### config.mk
export PLATFORM = sky130hd
export DESIGN_NAME = multi_stack_shared_memory_flat
export DESIGN_NICKNAME = d
export VERILOG_FILES = /design/src/sv/msm_pkg.sv /design/src/sv/msm_if.sv /design/src/sv/msm_ram.sv /design/src/sv/multi_stack_shared_memory.sv /design/src/flat_wrapper.sv
export SDC_FILE = /design/constraint.sdc
export NUM_CORES = 1
export LEC_CHECK = 0
export BUFFER_PORTS_ARGS = -buffer_cell sky130_fd_sc_hd__buf_2
export CAP_MARGIN = 5
export CELL_PAD_IN_SITES_DETAIL_PLACEMENT = 2
export CELL_PAD_IN_SITES_GLOBAL_PLACEMENT = 2
export CORE_MARGIN = 8
export CORE_UTILIZATION = 45
export DETAILED_ROUTE_END_ITERATION = 10
export GPL_ROUTABILITY_DRIVEN = 1
export HOLD_SLACK_MARGIN = 0.08
export MAX_ROUTING_LAYER = met4
export PLACE_DENSITY = 0.78
export SLEW_MARGIN = 20
export SYNTH_ARGS = -nofsm -noshare
export SYNTH_HDL_FRONTEND = slang
export SYNTH_SLANG_ARGS = --single-unit
### constraint.sdc
create_clock -name clk -period 3.83 [get_ports clk]
set_input_delay 0.1915 -clock clk [delete_from_list [all_inputs] [get_ports clk]]
set_output_delay 0.1915 -clock clk [all_outputs]
set_load 0.05 [all_outputs]
### src/sv/msm_pkg.sv
// package for the multi-stack shared memory block
// holds default sizes, field widths, request and status codes
// no dependencies
package msm_pkg;

    localparam int CAPACITY_DEF    = 32;
    localparam int STACK_COUNT_DEF = 4;

    localparam int REQ_W    = 2;
    localparam int SEL_W    = 4;
    localparam int DATA_W   = 32;
    localparam int STATUS_W = 2;

    // request codes
    localparam logic [REQ_W-1:0] REQ_PUSH = 2'd0;
    localparam logic [REQ_W-1:0] REQ_POP  = 2'd1;
    localparam logic [REQ_W-1:0] REQ_PEEK = 2'd2;

    // status codes
    localparam logic [STATUS_W-1:0] ST_OK    = 2'd0;
    localparam logic [STATUS_W-1:0] ST_FULL  = 2'd1;
    localparam logic [STATUS_W-1:0] ST_EMPTY = 2'd2;
    localparam logic [STATUS_W-1:0] ST_BAD   = 2'd3;

endpackage

### src/sv/msm_if.sv
// request and response channel interfaces for the multi-stack block
// depends on msm_pkg for field widths
interface msm_req_if;
    logic                                 valid;
    logic                                 ready;
    logic        [msm_pkg::REQ_W-1:0]     req_type;
    logic        [msm_pkg::SEL_W-1:0]     stack_select;
    logic signed [msm_pkg::DATA_W-1:0]    push_value;

    modport source (output valid, req_type, stack_select, push_value, input ready);
    modport sink   (input valid, req_type, stack_select, push_value, output ready);
endinterface

interface msm_rsp_if;
    logic                                 valid;
    logic                                 ready;
    logic        [msm_pkg::STATUS_W-1:0]  status;
    logic signed [msm_pkg::DATA_W-1:0]    read_value;
    logic                                 now_empty;
    logic                                 now_full;

    modport source (output valid, status, read_value, now_empty, now_full, input ready);
    modport sink   (input valid, status, read_value, now_empty, now_full, output ready);
endinterface

### src/sv/msm_ram.sv
// generic single-write, single-read ram with registered read data
// no dependencies
module msm_ram #(
    parameter  int WIDTH = 32,
    parameter  int DEPTH = 32,
    localparam int AW    = (DEPTH > 1) ? $clog2(DEPTH) : 1
) (
    input  logic             clk,
    input  logic             wr_en,
    input  logic [AW-1:0]    wr_addr,
    input  logic [WIDTH-1:0] wr_data,
    input  logic             rd_en,
    input  logic [AW-1:0]    rd_addr,
    output logic [WIDTH-1:0] rd_data
);

    logic [WIDTH-1:0] ram_mem [DEPTH];

    always_ff @(posedge clk)
    begin
        if (wr_en)
        begin
            ram_mem[wr_addr] <= wr_data;
        end
        if (rd_en)
        begin
            rd_data <= ram_mem[rd_addr];
        end
    end

endmodule

### src/sv/multi_stack_shared_memory.sv
// top level of the multi-stack shared memory block
// depends on msm_pkg, msm_req_if / msm_rsp_if and msm_ram
//
//   channel   dir   payload                                       handshake
//   req       in    req_type, stack_select, push_value            valid / ready
//   rsp       out   status, read_value, now_empty, now_full       valid / ready
//
// one response transaction per request transaction, in order
// a request passes accept (count lookup, ram write or read issue), then stage b,
// which waits on ram read data; no new request is taken while one is in stage b
// a new request is taken in the same cycle that the last response leaves
// reset clears stack counts and valid flags at once; no clearing pass is needed
// stalls on rsp hold the response register and keep req closed until it is taken
module multi_stack_shared_memory #(
    parameter int CAPACITY    = msm_pkg::CAPACITY_DEF,
    parameter int STACK_COUNT = msm_pkg::STACK_COUNT_DEF
) (
    input  logic      clk,
    input  logic      rst_n,
    msm_req_if.sink   req,
    msm_rsp_if.source rsp
);

    // segment size and derived widths
    localparam int SEG = CAPACITY / STACK_COUNT;
    localparam int AW  = (CAPACITY > 1) ? $clog2(CAPACITY) : 1;
    localparam int CW  = (SEG > 0) ? $clog2(SEG + 1) : 1;
    localparam int SW  = (STACK_COUNT > 1) ? $clog2(STACK_COUNT) : 1;
    localparam int NC  = 2 ** SW;

    // per-stack fill counts, cleared by reset
    logic [CW-1:0] counts_reg [NC];
    logic [CW-1:0] cnt_next;

    // stage after accept, waiting on ram read data
    logic                          b_valid_reg;
    logic [msm_pkg::STATUS_W-1:0]  b_status_reg;
    logic                          b_rd_take_reg;
    logic                          b_empty_reg;
    logic                          b_full_reg;

    // response register
    logic                          out_valid_reg;
    logic [msm_pkg::STATUS_W-1:0]  out_status_reg;
    logic [msm_pkg::DATA_W-1:0]    out_value_reg;
    logic                          out_empty_reg;
    logic                          out_full_reg;

    logic                          req_acc;
    logic                          sel_ok;
    logic [SW-1:0]                 sel_idx;
    logic [CW-1:0]                 cnt;
    logic                          is_full;
    logic                          is_empty;
    logic [AW-1:0]                 base_addr;
    logic [AW-1:0]                 push_addr;
    logic [AW-1:0]                 top_addr;
    logic                          push_ok;
    logic                          read_ok;
    logic                          pop_ok;
    logic [msm_pkg::STATUS_W-1:0]  status_next;
    logic [msm_pkg::DATA_W-1:0]    ram_rdata;

    // one request in flight; the response register is free when stage b lands
    assign req.ready = !b_valid_reg && (!out_valid_reg || rsp.ready);
    assign req_acc   = req.valid && req.ready;

    assign sel_ok   = {1'b0, req.stack_select} < (msm_pkg::SEL_W + 1)'(STACK_COUNT);
    assign sel_idx  = req.stack_select[SW-1:0];
    assign cnt      = counts_reg[sel_idx];
    assign is_full  = cnt >= CW'(SEG);
    assign is_empty = cnt == '0;

    // segment base is a multiply by a constant; stays below CAPACITY for valid stacks
    assign base_addr = AW'(int'(sel_idx) * SEG);
    assign push_addr = base_addr + AW'(cnt);
    assign top_addr  = base_addr + AW'(cnt - CW'(1));

    // decode the request against the selected stack
    always_comb
    begin
        push_ok     = 1'b0;
        read_ok     = 1'b0;
        pop_ok      = 1'b0;
        status_next = msm_pkg::ST_OK;
        if (!sel_ok)
        begin
            status_next = msm_pkg::ST_BAD;
        end
        else
        begin
            unique case (req.req_type) inside
                msm_pkg::REQ_PUSH:
                begin
                    if (is_full)
                    begin
                        status_next = msm_pkg::ST_FULL;
                    end
                    else
                    begin
                        push_ok = 1'b1;
                    end
                end
                msm_pkg::REQ_POP, msm_pkg::REQ_PEEK:
                begin
                    if (is_empty)
                    begin
                        status_next = msm_pkg::ST_EMPTY;
                    end
                    else
                    begin
                        read_ok = 1'b1;
                        pop_ok  = req.req_type == msm_pkg::REQ_POP;
                    end
                end
                default:
                begin
                    // no operation: report the stack as it stands
                    status_next = msm_pkg::ST_OK;
                end
            endcase
        end
    end

    always_comb
    begin
        cnt_next = cnt;
        if (push_ok)
        begin
            cnt_next = cnt + CW'(1);
        end
        else if (pop_ok)
        begin
            cnt_next = cnt - CW'(1);
        end
    end

    // entry store; a read issued in the cycle after a write sees the written word
    msm_ram #(
        .WIDTH (msm_pkg::DATA_W),
        .DEPTH (CAPACITY)
    ) u_entry_ram (
        .clk     (clk),
        .wr_en   (req_acc && push_ok),
        .wr_addr (push_addr),
        .wr_data (req.push_value),
        .rd_en   (req_acc && read_ok),
        .rd_addr (top_addr),
        .rd_data (ram_rdata)
    );

    // counts and control flags
    always_ff @(posedge clk or negedge rst_n)
    begin
        if (!rst_n)
        begin
            for (int i = 0; i < NC; i++)
            begin
                counts_reg[i] <= '0;
            end
            b_valid_reg   <= 1'b0;
            out_valid_reg <= 1'b0;
        end
        else
        begin
            if (req_acc && sel_ok)
            begin
                counts_reg[sel_idx] <= cnt_next;
            end
            b_valid_reg <= req_acc;
            if (b_valid_reg)
            begin
                out_valid_reg <= 1'b1;
            end
            else if (rsp.ready)
            begin
                out_valid_reg <= 1'b0;
            end
        end
    end

    // payload of stage b and the response register
    always_ff @(posedge clk)
    begin
        if (req_acc)
        begin
            b_status_reg  <= status_next;
            b_rd_take_reg <= read_ok;
            b_empty_reg   <= sel_ok && (cnt_next == '0);
            b_full_reg    <= sel_ok && (cnt_next >= CW'(SEG));
        end
        if (b_valid_reg)
        begin
            out_status_reg <= b_status_reg;
            out_value_reg  <= b_rd_take_reg ? ram_rdata : '0;
            out_empty_reg  <= b_empty_reg;
            out_full_reg   <= b_full_reg;
        end
    end

    assign rsp.valid      = out_valid_reg;
    assign rsp.status     = out_status_reg;
    assign rsp.read_value = out_value_reg;
    assign rsp.now_empty  = out_empty_reg;
    assign rsp.now_full   = out_full_reg;

    // stage b always lands in the response register in the next cycle
    a_b_lands: assert property (@(posedge clk) disable iff (!rst_n)
        b_valid_reg |=> out_valid_reg)
        else $error("stage b result not moved to response register");

    // an accepted request occupies stage b in the next cycle
    a_acc_to_b: assert property (@(posedge clk) disable iff (!rst_n)
        req_acc |=> b_valid_reg && !req.ready)
        else $error("accepted request not held in stage b");

    // a bad stack number never reports data or flags
    a_bad_clean: assert property (@(posedge clk) disable iff (!rst_n)
        out_valid_reg && out_status_reg == msm_pkg::ST_BAD
            |-> !out_empty_reg && !out_full_reg && out_value_reg == '0)
        else $error("bad stack response carries data or flags");

    // a successful push leaves the stack non-empty
    a_push_not_empty: assert property (@(posedge clk) disable iff (!rst_n)
        req_acc && push_ok |=> !b_empty_reg)
        else $error("stack empty after a successful push");

    // a stalled response holds until taken
    a_rsp_hold: assert property (@(posedge clk) disable iff (!rst_n)
        rsp.valid && !rsp.ready |=> rsp.valid && $stable(rsp.read_value))
        else $error("response changed while stalled");

endmodule
### src/flat_wrapper.sv
// flat-port wrapper written by rule: the top's interface ports become plain ports
module multi_stack_shared_memory_flat 
#(
    parameter int CAPACITY    = msm_pkg::CAPACITY_DEF,
    parameter int STACK_COUNT = msm_pkg::STACK_COUNT_DEF
)
  (clk, rst_n, req_valid, req_req_type, req_stack_select, req_push_value, req_ready, rsp_valid, rsp_status, rsp_read_value, rsp_now_empty, rsp_now_full, rsp_ready);
  msm_req_if req_i ();
  msm_rsp_if rsp_i ();
  input  logic clk;
  input  logic rst_n;
  input wire logic [$bits(req_i.valid)-1:0] req_valid;
  input wire logic [$bits(req_i.req_type)-1:0] req_req_type;
  input wire logic [$bits(req_i.stack_select)-1:0] req_stack_select;
  input wire logic [$bits(req_i.push_value)-1:0] req_push_value;
  output wire logic [$bits(req_i.ready)-1:0] req_ready;
  output wire logic [$bits(rsp_i.valid)-1:0] rsp_valid;
  output wire logic [$bits(rsp_i.status)-1:0] rsp_status;
  output wire logic [$bits(rsp_i.read_value)-1:0] rsp_read_value;
  output wire logic [$bits(rsp_i.now_empty)-1:0] rsp_now_empty;
  output wire logic [$bits(rsp_i.now_full)-1:0] rsp_now_full;
  input wire logic [$bits(rsp_i.ready)-1:0] rsp_ready;
  assign req_i.valid = req_valid;
  assign req_i.req_type = req_req_type;
  assign req_i.stack_select = req_stack_select;
  assign req_i.push_value = req_push_value;
  assign req_ready = req_i.ready;
  assign rsp_valid = rsp_i.valid;
  assign rsp_status = rsp_i.status;
  assign rsp_read_value = rsp_i.read_value;
  assign rsp_now_empty = rsp_i.now_empty;
  assign rsp_now_full = rsp_i.now_full;
  assign rsp_i.ready = rsp_ready;
  multi_stack_shared_memory #(.CAPACITY(CAPACITY), .STACK_COUNT(STACK_COUNT)) u_core (.clk(clk), .rst_n(rst_n), .req(req_i), .rsp(rsp_i));
endmodule
==> run_results.csv, run 1 <==
group,metric,value,unit
logic_synthesis,syn_nets,2171,
critical_path,path_cells,"mux4_2 > ha_4 > fa_4 > buf_4 > buf_16 > buf_16 > mux4_2 > nand3_1 > nand3_2 > and4_1",
logic_synthesis,synth_area_per_cell,20.46,um2
logic_synthesis,synth_top_family_by_area,"multiplexers",
grt,grt_pass1_vias,26240,
cts,cts_buffer_depth,3,
critical_path,arrival,4.30,ns
status,violations,"setup timing",
layout,area_growth,19.09,%
place,placed_area,0.04697,mm2
logic_synthesis,synth.area.mux_share,0.1395,
sta,fmax,0.2609,GHz
layout,largest-register,"u_core.u_entry_ram.ram_mem",
critical_path,path_delay_family,"adder cells",
sta,period_share,1.001,
cts,clkTransAtPathRegs,0.06,ns
critical_path,cp-end-kind,"register",
floorplan,die_h,326.0,um
place,gp_congestion,0.7703,
routing,ant_nets,0,
floorplan,rows,113,
sta,relSlewSlack,0.2876,
cts,cts_sinks,1115,
routing,drc,0,
grt,grt.total_usage,0.3004,
cts,numCtsBuffers,115,
pwr,power_density,648.5,mW/mm2
logic_synthesis,syn_inst,2113,
grt,antenna_found_initial,6,
floorplan,die_area,0.1063,mm2
layout,drive_gt1_frac,0.3011,
cts,clock_latency,0.74,ns
logic_synthesis,synth_simple_gate_area_frac,0.05015,
critical_path,max_stage_delay,0.91,ns
logic_synthesis,synthDominantCellAreaShare,0.7619,
routing,vias,24749,
sta,hold_viol,0,
pwr,ir_drop,0.0004315,V
place,io_buffers,79,
sta,setup_ws,-0.002828,ns
logic_synthesis,synth_top_area_cell,"edfxtp_1",
critical_path,cp-start-kind,"register",
floorplan,core,0.09515,mm2
routing,drtPass1Iterations,5,
layout,final_cell_mix,"1097 x edfxtp_1, 259 x nand3_1, 258 x mux4_2",
logic_synthesis,synth_xor_area_frac,0.001592,
pwr,power_leakage,16.40,nW
routing,routedWlPerCell,42.13,um
cts,cts_max_level,3,
logic_synthesis,ys_ff_latch,1115,
logic_synthesis,synth_cell_types,43,
routing,drtIter0Drc,3058,
sta,final.setup_skew,0.04978,ns
routing,vias_per_cell,6.616,
floorplan,die_w,326.0,um
logic_synthesis,yosysSeqAreaShare,0.7724,
logic_synthesis,synth_compound_area_frac,0.01762,
critical_path,critical_path_class,"register to register",
layout,final_common_cell,"edfxtp_1",
critical_path,slowest_stage,"fa_4",
logic_synthesis,yosysWarningCount,0,
critical_path,critical_path_buf_inv_count,3,
sta,worst_pin_slew,1.054,ns
routing,drt-total-wl,157600,um
pwr,p_total,33.39,mW
grt,grt_pass1_wl,217300,um
cts,cts_root_buffer,"clkbuf_16",
run,maxCapViolations,0,
logic_synthesis,synthTopCellsByArea,"edfxtp_1 76%, mux4_2 13%, nand3_1 3.0%",
logic_synthesis,synth_area,0.04323,mm2
place,hpwl,83340,um
grt,grt.overflow.total,0,
sta,setup_violations,2,
layout,finish.net_count,2431,
logic_synthesis,synthAdderAreaFrac,0.004804,
floorplan,pin_count,80,
layout,largest_reg_flops,1024,
sta,layout_min_cycle_time,3.833,ns
sta,finalMaxSlewViolations,0,
grt,grt_max_degree,51,
worst_hold_path,hold_path_class,"input pin to register",
cts,tritoncts,"done",
sta,setup-tns-final,-0.005024,ns
floorplan,initial_core_util,0.4544,
layout,design_area,0.05149,mm2
sta,rsz0062_at_grt,"yes",
status,status,"complete, but fails checks",
critical_path,worstPathRequired,4.29,ns
critical_path,worstPathMaxFanout,6,
==> worst register-to-register path, delay by kind of cell, from the launching register on <==
| kind | cells | cell delay, ns |
|---|---|---|
| muxes | 2 | 1.07 |
| and+or+nand+nor | 3 | 0.50 |
| DFF | 1 | 0.39 |
| adders and majority gates | 2 | 1.12 |
| buffers and inverters | 3 | 0.52 |
==> cell type report <==
class / instances / area (um2)
Fill cell: 8008 / 43670
Sequential cell: 1115 / 33390
Multi-Input combinational cell: 852 / 9625
Timing Repair Buffer: 277 / 3027
Clock buffer: 135 / 2953
Tap cell: 1265 / 1583
Clock inverter: 83 / 854.6
Inverter: 12 / 45.04
Antenna cell: 2 / 5.005
==> power breakdown <==
part / switching, mW / internal (mW) / total, mW
combinational: 4.27 / 3.71 / 7.97
clock: 5.24 / 6.55 / 11.8
sequential: 0.0492 / 13.6 / 13.6
total: 9.56 / 23.8 / 33.4
==> cell families after synthesis <==
kind of cell,Yosys count
flip-flops,1115
adder cells (fa/ha/maj),16
AO/OA/AOI/OAI,144
AND/OR/NAND/NOR,407
buffers and inverters,146
multiplexers,278
XOR/XNOR,7
==> final timing paths <==
check / slack, ns / end / startpoint / depth (start not counted)
setup / recovery: -0.003 / u_core.u_entry_ram.rd_data[6] / u_core.counts_reg[4] / 10
hold / removal: 0.12 / u_core.b_rd_take_reg / req_stack_select[2] / 4
setup reg to reg: -0.003 / u_core.u_entry_ram.rd_data[6] / u_core.counts_reg[4] / 10
hold reg to reg: 0.42 / u_core.rsp.status[1] / u_core.b_status_reg[1] / 0
max in group asynchronous: 2.60 / u_core.b_valid_reg / rst_n / 3
min in group asynchronous: 0.67 / u_core.counts_reg[1] / rst_n / 3
==> per-layer routing <==
| layer | share of wire | global-route usage | vias up |
|---|---|---|---|
| li1 | - | - | 9291 |
| met1 | 0.38 | 0.3801 | 13577 |
| met2 | 0.51 | 0.5011 | 1511 |
| met3 | 0.074 | 0.04647 | 370 |
| met4 | 0.039 | 0.09569 | 0 |
| met5 | 0 | - | - |
==> synthesized netlist by cell type, drive strengths merged <==
cell type	number
a211oi	1
a21oi	2
a221o	1
and2	34
and3	1
and4	33
buf	31
clkbuf	103
dfrtp	18
edfxtp	1097
fa	1
ha	15
inv	12
mux2	18
mux2i	2
mux4	258
nand2	17
nand2b	2
nand3	263
nand3b	1
nand4	2
nor2	44
nor2b	1
nor3	5
nor4	1
nor4b	2
o211a	1
o21a	1
o21ai	136
o22a	1
o2bb2a	1
or3b	1
xnor2	4
xor2	3
==> timing repair <==
| item | 4_1_cts | 5_1_grt |
|---|---|---|
| endpoints found under the hold margin | 1047 | 0 |
| pin swaps | 2 | 6 |
| setup buffers | 1 | 8 |
| hold buffers | 40 | 0 |
| cloned | 3 | 2 |
| resized for setup | 6 | 22 |
| endpoints found under the setup margin | 18 | 12 |
==> through the flow <==
step | util | hold WS, ns | setup slack [ns] | std cells
after global routing | 0.5411 | 0.1236 | -0.03970 | 3741
after floorplan | - | -0.1041 | 0.1329 | 2113
after global placement | 0.4936 | 0.1283 | 0.06188 | 3467
final | 0.5411 | 0.1229 | -0.002828 | 3741
after CTS | 0.5393 | 0.08319 | 0.006956 | 3729
after detailed placement | 0.4936 | 0.1561 | -0.06121 | 3467
Note: power is estimated with default switching activity, not from simulation.
==> run 2: changes to the inputs <==
==> constraint.sdc (replaced) <==
create_clock -name clk -period 3.83 [get_ports clk]
set_input_delay 1.149 -clock clk [delete_from_list [all_inputs] [get_ports clk]]
set_output_delay 1.149 -clock clk [all_outputs]
set_load 0.05 [all_outputs]
==> run 2 against run 1 <==
Net effect:
- the flow still finishes with violations (setup timing)
- hold slack improved by 0.26 ns
- clock skew down 0.0063 ns
- clock power about the same
- die area is the same
- clock-buffer cell count up 6
- global-route usage grew 1.5 points
- cell count rose by 3.3%
- first-iteration DRC count grew 30%
==> run_results.csv, run 2 (synthesis gave the netlist of run 1 again) <==
group,metric,value,unit
cts,cts_root_buffer,"clkbuf_16",
routing,drc,0,
floorplan,initial_core_util,0.4544,
routing,drt-total-wl,183400,um
layout,final_common_cell,"edfxtp_1",
sta,period_share,1.052,
place,hpwl,93390,um
pwr,p_total,36.33,mW
sta,fmax,0.2481,GHz
cts,tritoncts,"done",
sta,setup_ws,-0.2011,ns
sta,layout_min_cycle_time,4.031,ns
routing,drtPass1Iterations,5,
place,placed_cells,3568,
layout,instances_no_fill,3866,
cts,numCtsBuffers,116,
place,gp_congestion,0.8078,
floorplan,rows,113,
run,maxCapViolations,0,
routing,drtIter0Drc,3974,
critical_path,worstPathMaxFanout,33,
cts,cts_buffer_depth,3,
cts,cts_max_level,3,
routing,vias_per_cell,6.994,
grt,grt.total_usage,0.3150,
cts,postCtsHoldBufs,0,
critical_path,cp-start-kind,"input pin",
layout,drive_gt1_frac,0.4055,
grt,grt.overflow.total,0,
floorplan,pin_count,80,
sta,rsz0062_at_grt,"yes",
layout,finish.net_count,2553,
critical_path,arrival,4.61,ns
sta,setup_violations,32,
layout,area_growth,24.78,%
pwr,power_density,673.3,mW/mm2
grt,grt_max_degree,37,
layout,largest-register,"u_core.u_entry_ram.ram_mem",
sta,worst_pin_slew,1.044,ns
sta,finalMaxSlewViolations,0,
sta,final.setup_skew,0.04346,ns
critical_path,critical_path_class,"input pin to register",
place,io_buffers,79,
floorplan,die_w,326.0,um
grt,grt_pass1_wl,228100,um
grt,antenna_found_initial,15,
cts,clock_latency,0.74,ns
status,status,"complete, but fails checks",
worst_hold_path,hold_path_class,"input pin to async pin",
critical_path,worstPathRequired,4.41,ns
sta,hold_viol,0,
floorplan,die_h,326.0,um
layout,largest_reg_flops,1024,
critical_path,cp-end-kind,"register",
grt,grt_pass1_vias,27007,
pwr,ir_drop,0.0004970,V
floorplan,die_area,0.1063,mm2
routing,vias,27040,
layout,final_cell_mix,"1097 x edfxtp_1, 258 x mux4_2, 173 x nand3_1",
sta,relSlewSlack,0.2940,
routing,ant_nets,0,
layout,fillers,7750,
cts,cts_sinks,1115,
routing,routedWlPerCell,47.44,um
floorplan,core,0.09515,mm2
status,violations,"setup timing",
cts,clkTransAtPathRegs,0.07,ns
pwr,power_leakage,17.58,nW
place,dpl_worst_slack,-0.9423,ns
==> run 2: cell types whose count changed in the layout (fill, tap and decap cells not counted), sizes merged <==
cell and delta:
buf +153, bufinv -2, clkbuf +14, clkinv -6, clkinvlp -3, diode +7
dlygate4sd3 -40, inv +2
==> run 2: worst max-delay path, cell delays in order <==
cell and delay (ns):
buf_8 0.09, buf_6 0.12, buf_4 0.16, mux4_2 0.54, inv_1 0.11, ha_1 0.28, inv_1 0.12, ha_2 0.35
o21a_2 0.22, buf_4 0.17, o21ai_4 0.17, buf_4 0.22, buf_16 0.25, nand3_1 0.14, nand3_1 0.23, and4_4 0.27
==> run 2: path summary, 6_finish.rpt <==
| kind | slack [ns] | endpoint | cells after the start | startpoint |
|---|---|---|---|---|
| hold reg to reg | 0.43 | u_core.rsp.status[1] | 0 | u_core.b_status_reg[1] |
| setup reg to reg | -0.05 | u_core.u_entry_ram.rd_data[1] | 11 | u_core.counts_reg[0] |
| hold / removal | 0.38 | u_core.counts_reg[5] | 1 | rst_n |
| min in group clk | 0.43 | u_core.rsp.status[1] | 0 | u_core.b_status_reg[1] |
| max in group asynchronous | 3.10 | u_core.b_valid_reg | 1 | rst_n |
| setup / recovery | -0.20 | u_core.u_entry_ram.rd_data[31] | 16 | req_stack_select[0] |
==> run 2: power by group <==
part           internal (mW)  switching [mW]
clock                   6.53            5.54
combinational           5.12            5.51
sequential              13.6          0.0533
==> run 2: final cells by class <==
type / count / area (um2) / share of cell area
clock inverters: 74 / 764.5 / 0.01417
flip-flops and latches: 1115 / 33390 / 0.6190
inverters: 12 / 45.04 / 0.0008349
clock buffers: 141 / 3027 / 0.05610
repair buffers: 398 / 4805 / 0.08906
multi-input cells: 852 / 10310 / 0.1911
diodes: 9 / 22.52 / 0.0004175
well taps: 1265 / 1583 / 0.02934
==> run 2: layer usage <==
metal / global-route usage / routed length [um] / share of wire / vias to the layer above
met3: 0.04610 / 17120 / 0.093 / 624
met5: - / 0 / 0 / -
met2: 0.5246 / 90110 / 0.49 / 2284
met4: 0.1060 / 11220 / 0.061 / 0
met1: 0.3986 / 64960 / 0.35 / 14591
li1: - / - / - / 9541
==> run 2: through the flow <==
stage	hold WS, ns	cell area (um2)	util	setup TNS (ns)
6_report	0.3847	53950	0.5670	-3.978
5_1_grt	0.4051	53950	0.5669	-4.110
4_1_cts	0.3637	52600	0.5528	-0.8158
3_5_place_dp	0.4071	48140	0.5060	-307.63
3_3_place_gp	0.4005	48140	0.5060	-124.21
2_1_floorplan	0.4003	43930	-	-22.32
==> run 2: repair_timing <==
action                     in CTS  in global routing
pin swaps                      16                 58
gates resized for setup        81                188
cloned                          8                 11
buffers inserted                9                 51
setup endpoints to repair      31                 32
